`src/hdl/ille_pkg.sv`:
```
`timescale 1ns / 1ps

package ille_pkg;

  // Default table geometry.
  localparam int SLOTS_DEF      = 64;
  localparam int VALUE_BITS_DEF = 32;

  // Request codes.
  typedef enum logic [2:0] {
    OP_INSERT_BEFORE = 3'd0,
    OP_PUSH_FRONT    = 3'd1,
    OP_PUSH_BACK     = 3'd2,
    OP_DELETE        = 3'd3,
    OP_POP_FRONT     = 3'd4,
    OP_POP_BACK      = 3'd5,
    OP_READ_SLOT     = 3'd6,
    OP_WALK          = 3'd7
  } op_t;

  // Result status codes.
  typedef enum logic [1:0] {
    ST_OK    = 2'd0,
    ST_FULL  = 2'd1,
    ST_EMPTY = 2'd2,
    ST_RANGE = 2'd3
  } status_t;

  // Sequencer states.
  typedef enum logic [3:0] {
    S_CLEAR,
    S_IDLE,
    S_INS_T,
    S_INS_N,
    S_INS_P,
    S_INS_W,
    S_DEL_T,
    S_DEL_P,
    S_DEL_N,
    S_FETCH
  } state_t;

endpackage

```
`src/hdl/ille_ram.sv`:
```
`timescale 1ns / 1ps

module ille_ram #(
  parameter int DEPTH = ille_pkg::SLOTS_DEF,
  parameter int WIDTH = ille_pkg::VALUE_BITS_DEF,
  localparam int AW   = $clog2(DEPTH)
) (
  input  logic             clk,
  input  logic             we,
  input  logic [AW-1:0]    waddr,
  input  logic [WIDTH-1:0] wdata,
  input  logic [AW-1:0]    raddr,
  output logic [WIDTH-1:0] rdata
);

  logic [WIDTH-1:0] mem [DEPTH];

  // One write port and one registered read port.
  always_ff @(posedge clk) begin
    if (we) begin
      mem[waddr] <= wdata;
    end
    rdata <= mem[raddr];
  end

endmodule

```
`src/hdl/ille_ctrl.sv`:
```
`timescale 1ns / 1ps

module ille_ctrl #(
  parameter int SLOTS      = ille_pkg::SLOTS_DEF,
  parameter int VALUE_BITS = ille_pkg::VALUE_BITS_DEF,
  localparam int LW        = $clog2(SLOTS),
  localparam int NW        = 2 * LW + 1
) (
  input  logic                  clk,
  input  logic                  rst_n,
  input  logic                  start,
  output logic                  busy,
  input  logic [2:0]            in_operation,
  input  logic [LW-1:0]         in_slot,
  input  logic [VALUE_BITS-1:0] in_item_value,
  // Node table port.
  output logic                  nm_we,
  output logic [LW-1:0]         nm_waddr,
  output logic [NW-1:0]         nm_wdata,
  output logic [LW-1:0]         mem_raddr,
  input  logic [NW-1:0]         nm_rdata,
  // Value table port.
  output logic                  vm_we,
  output logic [LW-1:0]         vm_waddr,
  output logic [VALUE_BITS-1:0] vm_wdata,
  input  logic [VALUE_BITS-1:0] vm_rdata,
  // Result beat.
  output logic                  out_valid,
  output logic [1:0]            out_status,
  output logic [LW-1:0]         out_node_slot,
  output logic [VALUE_BITS-1:0] out_node_value,
  output logic [LW-1:0]         out_node_next,
  output logic [LW-1:0]         out_node_prev,
  output logic                  out_node_is_free,
  output logic [LW-1:0]         out_list_size,
  output logic [LW-1:0]         out_front_slot,
  output logic [LW-1:0]         out_back_slot
);

  localparam logic [LW:0]   SLOTS_W = (LW+1)'(SLOTS);
  localparam logic [LW-1:0] LAST_IX = LW'(SLOTS - 1);
  localparam logic [LW-1:0] ZERO    = '0;
  localparam logic [LW-1:0] ONE     = LW'(1);

  ille_pkg::state_t state_r, state_nxt;

  logic [LW-1:0]         tgt_r, tgt_nxt;
  logic [LW-1:0]         new_r, new_nxt;
  logic [LW-1:0]         prev_r, prev_nxt;
  logic [LW-1:0]         nxt_r, nxt_nxt;
  logic [NW-1:0]         wt_r, wt_nxt;
  logic [VALUE_BITS-1:0] val_r, val_nxt;
  logic [LW-1:0]         cnt_r, cnt_nxt;
  logic                  rd0_r;
  logic [LW-1:0]         free_head_r, free_head_nxt;
  logic [LW-1:0]         count_r, count_nxt;
  logic [LW-1:0]         first_r, first_nxt;
  logic [LW-1:0]         last_r, last_nxt;

  // Result staging.
  logic                  fin;
  logic [1:0]            fin_status;
  logic [LW-1:0]         fin_slot;
  logic [VALUE_BITS-1:0] fin_value;
  logic [LW-1:0]         fin_next;
  logic [LW-1:0]         fin_prev;
  logic                  fin_free;

  logic                  out_valid_r;
  logic [1:0]            out_status_r;
  logic [LW-1:0]         out_slot_r, out_next_r, out_prev_r;
  logic [VALUE_BITS-1:0] out_value_r;
  logic                  out_free_r;
  logic [LW-1:0]         out_size_r, out_front_r, out_back_r;

  // The sentinel entry is always seen through the end registers.
  logic [NW-1:0] rd_word;
  logic          rd_free;
  logic [LW-1:0] rd_prev, rd_next;
  logic [NW-1:0] sent_word;
  logic [NW-1:0] wt_sel;
  logic          oob;
  logic          full;
  logic [LW-1:0] pick;

  assign sent_word = {1'b0, last_r, first_r};
  assign rd_word   = rd0_r ? sent_word : nm_rdata;
  assign rd_free   = rd_word[2*LW];
  assign rd_prev   = rd_word[2*LW-1:LW];
  assign rd_next   = rd_word[LW-1:0];
  assign oob       = ({1'b0, in_slot} >= SLOTS_W);
  assign full      = (({1'b0, count_r} + (LW+1)'(1)) >= SLOTS_W) || (free_head_r == ZERO);

  // State and bookkeeping registers.
  always_ff @(posedge clk) begin
    if (!rst_n) begin
      state_r     <= ille_pkg::S_CLEAR;
      cnt_r       <= '0;
      free_head_r <= ONE;
      count_r     <= '0;
      first_r     <= '0;
      last_r      <= '0;
      out_valid_r <= 1'b0;
    end else begin
      state_r     <= state_nxt;
      cnt_r       <= cnt_nxt;
      free_head_r <= free_head_nxt;
      count_r     <= count_nxt;
      first_r     <= first_nxt;
      last_r      <= last_nxt;
      out_valid_r <= fin;
    end
  end

  // Working and result payload registers.
  always_ff @(posedge clk) begin
    tgt_r  <= tgt_nxt;
    new_r  <= new_nxt;
    prev_r <= prev_nxt;
    nxt_r  <= nxt_nxt;
    wt_r   <= wt_nxt;
    val_r  <= val_nxt;
    rd0_r  <= (mem_raddr == ZERO);
    if (fin) begin
      out_status_r <= fin_status;
      out_slot_r   <= fin_slot;
      out_value_r  <= fin_value;
      out_next_r   <= fin_next;
      out_prev_r   <= fin_prev;
      out_free_r   <= fin_free;
      out_size_r   <= count_nxt;
      out_front_r  <= first_nxt;
      out_back_r   <= last_nxt;
    end
  end

  // Sequencer: next state, memory accesses and result.
  always_comb begin
    state_nxt     = state_r;
    tgt_nxt       = tgt_r;
    new_nxt       = new_r;
    prev_nxt      = prev_r;
    nxt_nxt       = nxt_r;
    wt_nxt        = wt_r;
    val_nxt       = val_r;
    cnt_nxt       = cnt_r;
    free_head_nxt = free_head_r;
    count_nxt     = count_r;
    first_nxt     = first_r;
    last_nxt      = last_r;
    nm_we         = 1'b0;
    nm_waddr      = '0;
    nm_wdata      = '0;
    mem_raddr     = '0;
    vm_we         = 1'b0;
    vm_waddr      = '0;
    vm_wdata      = '0;
    fin           = 1'b0;
    fin_status    = ille_pkg::ST_OK;
    fin_slot      = '0;
    fin_value     = '0;
    fin_next      = '0;
    fin_prev      = '0;
    fin_free      = 1'b0;
    wt_sel        = '0;
    pick          = '0;

    unique case (state_r)
      ille_pkg::S_CLEAR: begin
        // Load the reset links, one entry a cycle.
        nm_we    = 1'b1;
        nm_waddr = cnt_r;
        nm_wdata = {(cnt_r != ZERO), ZERO,
                    ((cnt_r != ZERO) && (cnt_r != LAST_IX)) ? cnt_r + ONE : ZERO};
        cnt_nxt  = cnt_r + ONE;
        if (cnt_r == LAST_IX) begin
          state_nxt = ille_pkg::S_IDLE;
        end
      end

      ille_pkg::S_IDLE: begin
        if (start) begin
          val_nxt = in_item_value;
          unique case (in_operation) inside
            ille_pkg::OP_INSERT_BEFORE, ille_pkg::OP_PUSH_FRONT,
            ille_pkg::OP_PUSH_BACK: begin
              if (in_operation == ille_pkg::OP_INSERT_BEFORE) begin
                pick = in_slot;
              end else if (in_operation == ille_pkg::OP_PUSH_FRONT) begin
                pick = first_r;
              end
              if ((in_operation == ille_pkg::OP_INSERT_BEFORE) && oob) begin
                fin        = 1'b1;
                fin_status = ille_pkg::ST_RANGE;
              end else if (full) begin
                fin        = 1'b1;
                fin_status = ille_pkg::ST_FULL;
              end else begin
                tgt_nxt   = pick;
                mem_raddr = pick;
                state_nxt = ille_pkg::S_INS_T;
              end
            end
            ille_pkg::OP_DELETE, ille_pkg::OP_POP_FRONT, ille_pkg::OP_POP_BACK: begin
              if (in_operation == ille_pkg::OP_DELETE) begin
                pick = in_slot;
              end else if (in_operation == ille_pkg::OP_POP_FRONT) begin
                pick = first_r;
              end else begin
                pick = last_r;
              end
              if ((in_operation == ille_pkg::OP_DELETE) && oob) begin
                fin        = 1'b1;
                fin_status = ille_pkg::ST_RANGE;
              end else if ((count_r == ZERO) || (pick == ZERO)) begin
                fin        = 1'b1;
                fin_status = ille_pkg::ST_EMPTY;
              end else begin
                tgt_nxt   = pick;
                mem_raddr = pick;
                state_nxt = ille_pkg::S_DEL_T;
              end
            end
            ille_pkg::OP_READ_SLOT: begin
              if (oob) begin
                fin        = 1'b1;
                fin_status = ille_pkg::ST_RANGE;
              end else begin
                tgt_nxt   = in_slot;
                mem_raddr = in_slot;
                cnt_nxt   = '0;
                state_nxt = ille_pkg::S_FETCH;
              end
            end
            default: begin
              // Walk: start at the front, step count in the slot field.
              tgt_nxt   = first_r;
              mem_raddr = first_r;
              cnt_nxt   = in_slot;
              state_nxt = ille_pkg::S_FETCH;
            end
          endcase
        end
      end

      ille_pkg::S_INS_T: begin
        // A free target means append, that is insert before the sentinel.
        wt_sel    = rd_free ? sent_word : rd_word;
        tgt_nxt   = rd_free ? ZERO : tgt_r;
        wt_nxt    = wt_sel;
        prev_nxt  = wt_sel[2*LW-1:LW];
        mem_raddr = free_head_r;
        new_nxt   = free_head_r;
        state_nxt = ille_pkg::S_INS_N;
      end

      ille_pkg::S_INS_N: begin
        // Take the head of the free chain and fill in the new node.
        free_head_nxt = rd_next;
        nm_we         = 1'b1;
        nm_waddr      = new_r;
        nm_wdata      = {1'b0, prev_r, tgt_r};
        vm_we         = 1'b1;
        vm_waddr      = new_r;
        vm_wdata      = val_r;
        mem_raddr     = prev_r;
        state_nxt     = ille_pkg::S_INS_P;
      end

      ille_pkg::S_INS_P: begin
        nm_we    = 1'b1;
        nm_waddr = prev_r;
        if (prev_r == tgt_r) begin
          nm_wdata = {rd_free, new_r, new_r};
          fin      = 1'b1;
        end else begin
          nm_wdata  = {rd_free, rd_prev, new_r};
          state_nxt = ille_pkg::S_INS_W;
        end
      end

      ille_pkg::S_INS_W: begin
        nm_we    = 1'b1;
        nm_waddr = tgt_r;
        nm_wdata = {wt_r[2*LW], new_r, wt_r[LW-1:0]};
        fin      = 1'b1;
      end

      ille_pkg::S_DEL_T: begin
        if (rd_free) begin
          fin        = 1'b1;
          fin_status = ille_pkg::ST_EMPTY;
          state_nxt  = ille_pkg::S_IDLE;
        end else begin
          // Put the node on the free chain and look up its predecessor.
          nxt_nxt       = rd_next;
          prev_nxt      = rd_prev;
          val_nxt       = vm_rdata;
          new_nxt       = free_head_r;
          nm_we         = 1'b1;
          nm_waddr      = tgt_r;
          nm_wdata      = {1'b1, ZERO, free_head_r};
          free_head_nxt = tgt_r;
          mem_raddr     = rd_prev;
          state_nxt     = ille_pkg::S_DEL_P;
        end
      end

      ille_pkg::S_DEL_P: begin
        nm_we    = 1'b1;
        nm_waddr = prev_r;
        if (prev_r == nxt_r) begin
          nm_wdata = {rd_free, prev_r, nxt_r};
          fin      = 1'b1;
        end else begin
          nm_wdata  = {rd_free, rd_prev, nxt_r};
          mem_raddr = nxt_r;
          state_nxt = ille_pkg::S_DEL_N;
        end
      end

      ille_pkg::S_DEL_N: begin
        nm_we    = 1'b1;
        nm_waddr = nxt_r;
        nm_wdata = {rd_free, prev_r, rd_next};
        fin      = 1'b1;
      end

      ille_pkg::S_FETCH: begin
        if (cnt_r == ZERO) begin
          fin        = 1'b1;
          fin_slot   = tgt_r;
          fin_value  = (tgt_r == ZERO) ? '0 : vm_rdata;
          fin_next   = rd_next;
          fin_prev   = rd_prev;
          fin_free   = rd_free;
          state_nxt  = ille_pkg::S_IDLE;
        end else begin
          // One walk step per cycle along the next links.
          tgt_nxt   = rd_next;
          mem_raddr = rd_next;
          cnt_nxt   = cnt_r - ONE;
        end
      end

      default: begin
        state_nxt = ille_pkg::S_IDLE;
      end
    endcase

    // Completion of a successful insert or removal.
    if (fin && (state_r == ille_pkg::S_INS_P || state_r == ille_pkg::S_INS_W)) begin
      state_nxt = ille_pkg::S_IDLE;
      count_nxt = count_r + ONE;
      first_nxt = (prev_r == ZERO) ? new_r : first_r;
      last_nxt  = (tgt_r == ZERO) ? new_r : last_r;
      fin_slot  = new_r;
      fin_value = val_r;
      fin_next  = tgt_r;
      fin_prev  = prev_r;
      fin_free  = 1'b0;
    end
    if (fin && (state_r == ille_pkg::S_DEL_P || state_r == ille_pkg::S_DEL_N)) begin
      state_nxt = ille_pkg::S_IDLE;
      count_nxt = count_r - ONE;
      first_nxt = (prev_r == ZERO) ? nxt_r : first_r;
      last_nxt  = (nxt_r == ZERO) ? prev_r : last_r;
      fin_slot  = tgt_r;
      fin_value = val_r;
      fin_next  = new_r;
      fin_prev  = ZERO;
      fin_free  = 1'b1;
    end
  end

  assign busy             = (state_r != ille_pkg::S_IDLE);
  assign out_valid        = out_valid_r;
  assign out_status       = out_status_r;
  assign out_node_slot    = out_slot_r;
  assign out_node_value   = out_value_r;
  assign out_node_next    = out_next_r;
  assign out_node_prev    = out_prev_r;
  assign out_node_is_free = out_free_r;
  assign out_list_size    = out_size_r;
  assign out_front_slot   = out_front_r;
  assign out_back_slot    = out_back_r;

endmodule

```
`src/hdl/index_linked_list_engine_unit.sv`:
```
`timescale 1ns / 1ps

// Doubly linked list engine over a table of SLOTS nodes; slot 0 is the
// sentinel. A request is taken when start is high and busy is low, and its
// result appears in the cycle after the last step, on the out_ ports for
// exactly one cycle with out_valid high; the receiver cannot stall, so
// capture it then. All links live in a node table with one write port and a
// registered read port, so each request takes one step per dependent table
// read. After reset the engine loads the free chain into the node table,
// entry by entry, with busy high.
module index_linked_list_engine_unit #(
  parameter int SLOTS      = ille_pkg::SLOTS_DEF,
  parameter int VALUE_BITS = ille_pkg::VALUE_BITS_DEF,
  localparam int LW        = $clog2(SLOTS)
) (
  input  logic                  clk,
  input  logic                  rst_n,
  input  logic                  start,
  output logic                  busy,
  input  logic [2:0]            in_operation,
  input  logic [LW-1:0]         in_slot,
  input  logic [VALUE_BITS-1:0] in_item_value,
  output logic                  out_valid,
  output logic [1:0]            out_status,
  output logic [LW-1:0]         out_node_slot,
  output logic [VALUE_BITS-1:0] out_node_value,
  output logic [LW-1:0]         out_node_next,
  output logic [LW-1:0]         out_node_prev,
  output logic                  out_node_is_free,
  output logic [LW-1:0]         out_list_size,
  output logic [LW-1:0]         out_front_slot,
  output logic [LW-1:0]         out_back_slot
);

  localparam int NW = 2 * LW + 1;

  logic                  nm_we;
  logic [LW-1:0]         nm_waddr;
  logic [NW-1:0]         nm_wdata;
  logic [LW-1:0]         mem_raddr;
  logic [NW-1:0]         nm_rdata;
  logic                  vm_we;
  logic [LW-1:0]         vm_waddr;
  logic [VALUE_BITS-1:0] vm_wdata;
  logic [VALUE_BITS-1:0] vm_rdata;

  // Request sequencer and list bookkeeping.
  ille_ctrl #(
    .SLOTS      (SLOTS),
    .VALUE_BITS (VALUE_BITS)
  ) u_ctrl (
    .clk              (clk),
    .rst_n            (rst_n),
    .start            (start),
    .busy             (busy),
    .in_operation     (in_operation),
    .in_slot          (in_slot),
    .in_item_value    (in_item_value),
    .nm_we            (nm_we),
    .nm_waddr         (nm_waddr),
    .nm_wdata         (nm_wdata),
    .mem_raddr        (mem_raddr),
    .nm_rdata         (nm_rdata),
    .vm_we            (vm_we),
    .vm_waddr         (vm_waddr),
    .vm_wdata         (vm_wdata),
    .vm_rdata         (vm_rdata),
    .out_valid        (out_valid),
    .out_status       (out_status),
    .out_node_slot    (out_node_slot),
    .out_node_value   (out_node_value),
    .out_node_next    (out_node_next),
    .out_node_prev    (out_node_prev),
    .out_node_is_free (out_node_is_free),
    .out_list_size    (out_list_size),
    .out_front_slot   (out_front_slot),
    .out_back_slot    (out_back_slot)
  );

  // Node table: free mark, prev link and next link per slot.
  ille_ram #(
    .DEPTH (SLOTS),
    .WIDTH (NW)
  ) u_node_mem (
    .clk   (clk),
    .we    (nm_we),
    .waddr (nm_waddr),
    .wdata (nm_wdata),
    .raddr (mem_raddr),
    .rdata (nm_rdata)
  );

  // Value table, read at the same slot as the node table.
  ille_ram #(
    .DEPTH (SLOTS),
    .WIDTH (VALUE_BITS)
  ) u_value_mem (
    .clk   (clk),
    .we    (vm_we),
    .waddr (vm_waddr),
    .wdata (vm_wdata),
    .raddr (mem_raddr),
    .rdata (vm_rdata)
  );

endmodule
```
`config.mk`:
```
export PLATFORM = sky130hd
export DESIGN_NAME = index_linked_list_engine_unit
export DESIGN_NICKNAME = d
export VERILOG_FILES = /design/src/hdl/ille_pkg.sv /design/src/hdl/ille_ram.sv /design/src/hdl/ille_ctrl.sv /design/src/hdl/index_linked_list_engine_unit.sv
export SDC_FILE = /design/constraint.sdc
export NUM_CORES = 2
export LEC_CHECK = 0
export BUFFER_PORTS_ARGS = -buffer_cell sky130_fd_sc_hd__buf_2
export CAP_MARGIN = 20
export CELL_PAD_IN_SITES_DETAIL_PLACEMENT = 0
export CELL_PAD_IN_SITES_GLOBAL_PLACEMENT = 1
export CORE_MARGIN = 5
export CORE_UTILIZATION = 47
export DETAILED_ROUTE_END_ITERATION = 8
export PLACE_DENSITY = 0.65
export SLEW_MARGIN = 25
export SYNTH_ARGS = -nofsm -noshare
export SYNTH_HDL_FRONTEND = slang
export SYNTH_HIERARCHICAL = 1
export SYNTH_SLANG_ARGS = --single-unit
```
`constraint.sdc`:
```
create_clock -name clk -period 11.1 [get_ports clk]
set_input_delay 1.11 -clock clk [delete_from_list [all_inputs] [get_ports clk]]
set_output_delay 1.11 -clock clk [all_outputs]
set_load 0.005 [all_outputs]
```
# After elaboration in Yosys (flattened, before gate mapping)
# Memories as Yosys holds them, arrays and structs flattened. A register that Yosys moved wholly into a read port is not among the register bits.
# Cells that the tools add are included.
[word_totals]
elab_cells = 219
reg_bits = 176
out_inout_bits = 73
memories = 2
ramBits = 2880
input_bits = 44
[mem_list]
columns = ["name", "words", "width", "read_ports", "rd_clocked_by_memory_dff", "write_ports", "line", "source"]
rows = [
  ["u_value_mem.mem", 64, 32, 1, 1, 1, "ille_ram.sv:16", "logic [WIDTH-1:0] mem [DEPTH];"],
  ["u_node_mem.mem", 64, 13, 1, 1, 1, "ille_ram.sv:16", ""],
]
[op_classes]
n_eq_ne = 38
add_sub_neg = 5
bitwise = 3
order_cmp = 1
mux = 108
reduce_logical = 38
[op_table]
columns = ["operator", "count"]
rows = [
  ["$mux W6", 46],
  ["$mux W32", 8],
  ["$pmux W13 S7", 1],
  ["$pmux W6 S3", 4],
  ["$pmux W6 S6", 2],
  ["$pmux W32 S2", 1],
  ["$logic_not A6 Y1", 8],
  ["$pmux W6 S2", 4],
  ["$mux W12", 3],
  ["$pmux W4 S9", 1],
  ["$mux W4", 7],
  ["$mux W13", 2],
  ["$mux W1", 19],
  ["$eq A4 B3 Y1 const B", 4],
  ["$reduce_and A8 Y1", 2],
  ["$add A6 B1 Y6 const B", 2],
  ["$eq A6 B6 Y1", 2],
  ["$ne A2 B2 Y1 const B", 6],
  ["$ne A4 B1 Y1 const B", 3],
  ["$reduce_or A6 Y1", 2],
  ["$sub A6 B1 Y6 const B", 2],
  ["$ne A5 B5 Y1 const B", 2],
  ["$eq A3 B3 Y1 const B", 3],
  ["$reduce_or A3 Y1", 3],
  ["other kinds (33)", 56],
]

# Depth between registers and ports, before layout
[depth]
depth_word = 15
mapped_depth = 17

# Cells and area by module
# The synthesis kept the hierarchy.
[by_module_without_submodules]
columns = ["module", "instances", "area_each_um2", "seq_area_each_um2", "cells_each"]
rows = [
  ["ille_ram at u_value_mem", 1, 78515.3, 62139.6, 3324],
  ["ille_ram at u_node_mem", 1, 32433.6, 25244.2, 1432],
  ["ille_ctrl", 1, 9769.4, 4714.5, 1029],
]

# Worst setup path before layout
# OpenSTA, ideal clock, no wires.
[synth_path]
kind = "register -> register"
start = "register u_ctrl.state_r[1]"
end = "memory u_node_mem/mem[0][2] (netlist bit), data pin"
path_stages_with_launch = 8
setup_time_ns = 0.702
slack_ns = 6.215
t_arrival_ns = 4.183
n_path_buf = 2
path_cell_list = "dfxtp_1 clkbuf_1 or2_1 clkbuf_1 nor3_2 o21ai_0 nand2b_1 o21ai_0"
[synth_via]
elab_chain_len = 2
[synth_lines]
columns = ["item", "line", "source"]
rows = [
  ["start: declaration", "ille_ctrl.sv:45", "ille_pkg::state_t state_r, state_nxt;"],
  ["start signal: assignment", "ille_ctrl.sv:97", "state_r <= ille_pkg::S_CLEAR;"],
  ["start signal: assignment", "ille_ctrl.sv:105", "state_r <= state_nxt;"],
  ["$eq A4 B4 Y1, or another cell as far along", "ille_ctrl.sv:168", "unique case (state_r)"],
  ["$pmux W13 S7 *", "ille_ctrl.sv:168", ""],
  ["net nm_wdata[2]", "index_linked_list_engine_unit.sv:39", "logic [NW-1:0] nm_wdata;"],
  ["end: declaration", "ille_ram.sv:16", ""],
]
# Mark *: on every way through the listed nets, which the timed path passes. The rest lies on a longest branch.

# Worst setup path after layout
[layout_path]
start = "register u_ctrl.state_r[2]"
end = "register u_value_mem.rdata[25], read port of u_value_mem.mem"
[layout_via]
elab_chain_len = 2
[layout_lines]
columns = ["item", "line", "source"]
rows = [
  ["$eq A4 B4 Y1, or another cell as far along", "ille_ctrl.sv:168", ""],
  ["$pmux W6 S6 *", "ille_ctrl.sv:168", ""],
  ["net mem_raddr[0]", "index_linked_list_engine_unit.sv:40", "logic [LW-1:0] mem_raddr;"],
  ["end: declaration", "ille_ram.sv:13", "output logic [WIDTH-1:0] rdata"],
]
# Marked as above.
# A chain may end at the register's enable or synchronous reset.

==> results.py <==
metrics = {
    "critical_path": {
        "regToRegStartpoint": "u_ctrl/state_r[2]",
        "timing.critical_path.cells": "nand2b_1 -> nor2_4 -> buf_4 -> nand2_1 -> o221ai_1 -> a221o_4 -> buf_12 -> buf_4 -> mux4_2 -> mux4_2 -> o22ai_1 -> nor2_1",
        "path_class": "reg2reg",
        "worst-path-max-fanout": 84,
        "crit_start": "u_ctrl/state_r[2]",
        "cp_data_required_time_ns": 11.88,
        "cp_slowest_stage_delay_ns": 0.92,
        "critical_path.slowest_cell": "sky130_fd_sc_hd__dfxtp_1",
        "worst_setup_path_end_kind": "register",
        "cp-start-kind": "register",
        "arrival_ns": 7.87,
    },
    "power_and_ir_drop": {
        "comb_power_share": 0.008,
        "sw_ratio": 0.1930,
        "leakagePower_nw": 46.94,
        "netSwitchingPower_mw": 4.534,
        "sequential_power_share": 0.541,
        "p_int_mw": 18.95,
        "finalPower_mw": 23.49,
        "power_per_cell_area_mw_per_mm2": 171.8,
        "vdd.ir_drop.worst_mv": 0.1723,
        "clock_power_share": 0.451,
    },
    "grt": {
        "grt_antenna_before_repair": 24,
        "grt_first_pass_wirelength_um": 459100,
        "grt_max_degree": 110,
        "first_global_vias": 60834,
        "grt_remaining_overflow": 0,
        "global_route.usage.total": 0.2421,
    },
    "cts": {
        "hold_bufs_at_cts": 0,
        "post_cts.resized_instances": 0,
        "cts-root-to-sink-buffers": 4,
        "cts.reportedPaths.clkPinSlew_ns": 0.06,
        "worstSkewPairLatency_ns": 0.97,
        "clockRootBuffer": "sky130_fd_sc_hd__clkbuf_16",
        "clock-sinks": 3094,
        "clock_tree_from_tritoncts": "yes",
        "post_cts.repair.setup_buffers": 0,
        "cts_made_buffers": 335,
        "ctsHtreeMaxLevel": 5,
    },
    "die": {
        "chipWidth_um": 516.8,
        "boundaryPins": 117,
        "floorplan.initialDensity": 0.4711,
        "number_of_core_rows": 186,
        "die_h_um": 516.8,
        "dieArea_mm2": 0.2671,
        "placeable_core_region_mm2": 0.2562,
    },
    "place": {
        "port_buffers": 116,
        "detailed_place_hpwl_um": 181500,
        "place_congestion": 0.9019,
    },
    "drt": {
        "drc": 0,
        "wl_per_cell_um": 33.44,
        "routed_via_density": 6.275,
        "detailedRoute.firstPassIterationCount": 8,
        "totalWireLength_um": 325200,
        "drtIter0Drc": 7388,
        "antenna_left": 0,
        "via_count": 61014,
    },
    "logic_synthesis": {
        "synthesis.nets": 5834,
        "synth_largest_type_area_fraction": 0.7495,
        "synthTopCellsByArea": "sky130_fd_sc_hd__edfxtp_1, sky130_fd_sc_hd__mux4_2, sky130_fd_sc_hd__dfxtp_1, sky130_fd_sc_hd__mux2i_1, sky130_fd_sc_hd__nor2_1",
        "post-synth-top-count-cell": "sky130_fd_sc_hd__edfxtp_1",
        "async_set_or_reset_register_ratio_after_synthesis": 0,
        "synth_flop_cell": "sky130_fd_sc_hd__edfxtp_1",
        "post_synth_instance_area_mm2": 0.1207,
        "syn_avg_cell_area_um2": 20.87,
        "synth_sequential_area_ratio": 0.7629,
        "ys_ff_latch": 3094,
        "yosys.cell_types.count": 78,
        "count_of_flip_flops_with_a_built_in_enable_after_synthesis": 3013,
        "yosys_warnings": 6,
        "syn_inst": 5785,
        "synth_commonest_cells": "sky130_fd_sc_hd__edfxtp_1, sky130_fd_sc_hd__mux4_2, sky130_fd_sc_hd__nor2_1, sky130_fd_sc_hd__nand2_1, sky130_fd_sc_hd__clkbuf_1",
        "netlist.top_cell.by_area": "sky130_fd_sc_hd__edfxtp_1",
    },
    "final_layout": {
        "seqCellArea_mm2": 0.09210,
        "footprint_of_the_multi_input_gates_mm2": 0.02770,
        "final.fill_count": 19641,
        "finish.net_count": 6126,
        "area_growth_syn_to_layout_pct": 13.24,
        "drive_gt1_frac": 0.2720,
    },
    "sta": {
        "fin_crit_sh": 0.6382,
        "worst_slew_pin_slew_ns": 1.168,
        "min_period_ns": 7.084,
        "hold_ws_ns": 0.4506,
        "hold_viol": 0,
        "max_freq_mhz": 141.2,
        "grt_setup_unrepaired": "no",
        "timing.clock.skew_ns": 0.07463,
        "timing.slew.headroom": 0.2215,
        "slew_viol_final": 0,
        "report.final.setup_viol": 0,
        "timing.setup.tns_ns": 0,
    },
    "worst_hold_path": {
        "hold_path.startpoint": "in_item_value[13]",
        "hold_class": "in2reg",
    },
    "flow_run": {
        "maxCapViolations": 0,
    },
    "run_status": {
        "run_status": "complete, no violations",
    },
}
[cell type report]
type	instances	share of cell area
clock inverter	145	0.008896
inverter	20	0.0005675
sequential	3094	0.6737
multi-input combinational	2312	0.2026
tap	3384	0.03097
antenna	9	0.0001647
timing repair buffer	314	0.01630
clock buffer	446	0.06679
[critical path, delay by kind of cell (launching register included)]
| family | cells | cell delay [ns] |
|---|---|---|
| compound gates | 3 | 1.77 |
| flops | 1 | 0.92 |
| simple gates | 4 | 1.20 |
| mux | 2 | 1.08 |
| buf+inv | 3 | 1.80 |
[metal layers]
metal	vias up	share of wire	GRT usage
met3	509	0.087	0.04738
li1	24818	-	-
met1	32929	0.42	0.3560
met5	-	0.000074	0
met4	4	0.027	0.06722
met2	2754	0.47	0.3744
[through the flow]
| stage | setup WS [ns] | instances | utilization | instance area [µm²] |
|---|---|---|---|---|
| final | 4.016 | 9724 | 0.5335 | 136700 |
| after global routing | 3.595 | 9721 | 0.5335 | 136700 |
| after CTS | 4.031 | 9715 | 0.5332 | 136600 |
| after detailed placement | 3.902 | 9124 | 0.4928 | 126300 |
| after global placement | 3.881 | 9122 | 0.4925 | 126200 |
| after floorplan | 6.215 | 5785 | - | 120700 |
[power by group through the flow]
stage / Clock [mW] / Sequential [mW] / Combinational [mW]
floorplan: 0 / 12.9 / 0.0900
global placement: 0 / 13.0 / 0.176
detailed placement: 0 / 13.0 / 0.180
CTS: 10.8 / 12.7 / 0.180
global route: 11.3 / 12.7 / 0.192
finish: 10.6 / 12.7 / 0.181
[cell usage in the layout (no fill, tap or decap), types with 10 or more instances in the layout]
cell and instances:
sky130_fd_sc_hd__inv_1 17, sky130_fd_sc_hd__a22o_1 35, sky130_fd_sc_hd__and3_1 12, sky130_fd_sc_hd__clkbuf_8 16, sky130_fd_sc_hd__nor2_2 29, sky130_fd_sc_hd__clkbuf_16 343
sky130_fd_sc_hd__buf_2 116, sky130_fd_sc_hd__a2111o_1 10, sky130_fd_sc_hd__mux4_2 752, sky130_fd_sc_hd__edfxtp_1 3013, sky130_fd_sc_hd__nor2_1 221, sky130_fd_sc_hd__a22oi_1 30
sky130_fd_sc_hd__and3_4 23, sky130_fd_sc_hd__nor2b_1 51, sky130_fd_sc_hd__clkbuf_1 87, sky130_fd_sc_hd__o21ai_0 31, sky130_fd_sc_hd__dfxtp_1 81, sky130_fd_sc_hd__o31ai_1 12
sky130_fd_sc_hd__bufinv_16 20, sky130_fd_sc_hd__nand3_1 30, sky130_fd_sc_hd__nor2_4 67, sky130_fd_sc_hd__mux2i_1 156, sky130_fd_sc_hd__mux2_2 37, sky130_fd_sc_hd__a221oi_1 13
sky130_fd_sc_hd__clkinv_2 45, sky130_fd_sc_hd__o221ai_1 49, sky130_fd_sc_hd__buf_4 185, sky130_fd_sc_hd__a21oi_1 118, sky130_fd_sc_hd__nand2_1 187, sky130_fd_sc_hd__o21ai_1 14
sky130_fd_sc_hd__nand3b_1 14, sky130_fd_sc_hd__o22ai_1 125, sky130_fd_sc_hd__nand2b_1 24, sky130_fd_sc_hd__a211oi_1 32, sky130_fd_sc_hd__buf_12 11, sky130_fd_sc_hd__clkinv_1 69
sky130_fd_sc_hd__xor2_1 11, sky130_fd_sc_hd__o22a_1 16, sky130_fd_sc_hd__nor3_1 19
[path summary, 6_finish.rpt]
check | slack (ns) | cells past startpoint | endpoint
worst max-delay path | 4.02 | 12 | u_value_mem/rdata[25]
worst min-delay path | 0.45 | 3 | u_ctrl/val_r[13]
worst min register to register | 0.53 | 2 | u_ctrl/val_r[13]
worst max register to register | 4.02 | 12 | u_value_mem/rdata[25]
[state kept, by name (all words and copies together) (netlist names), 13 cells and up]
register / flops
u_value_mem/mem: 2048
u_node_mem/mem: 832
u_ctrl/out_node_value: 32
u_ctrl/val_r: 32
u_value_mem/rdata: 32
u_node_mem/rdata: 13
[logic make-up (layout without fill, tap and decap cells)]
logic type | after synthesis | in the layout | share of synthesized area
xor gates and xnor gates | 18 | 18 | 0.001306
muxes | 945 | 945 | 0.1567
AOI/OAI and AO/OA | 578 | 578 | 0.03393
DFF | 3094 | 3094 | 0.7629
buffers and inverters | 379 | 925 | 0.01508
other | 0 | 9 | 0
and+or+nand+nor | 766 | 766 | 0.02956
adders and majority gates | 5 | 5 | 0.0005182
Power figures use the tool's default switching activity.
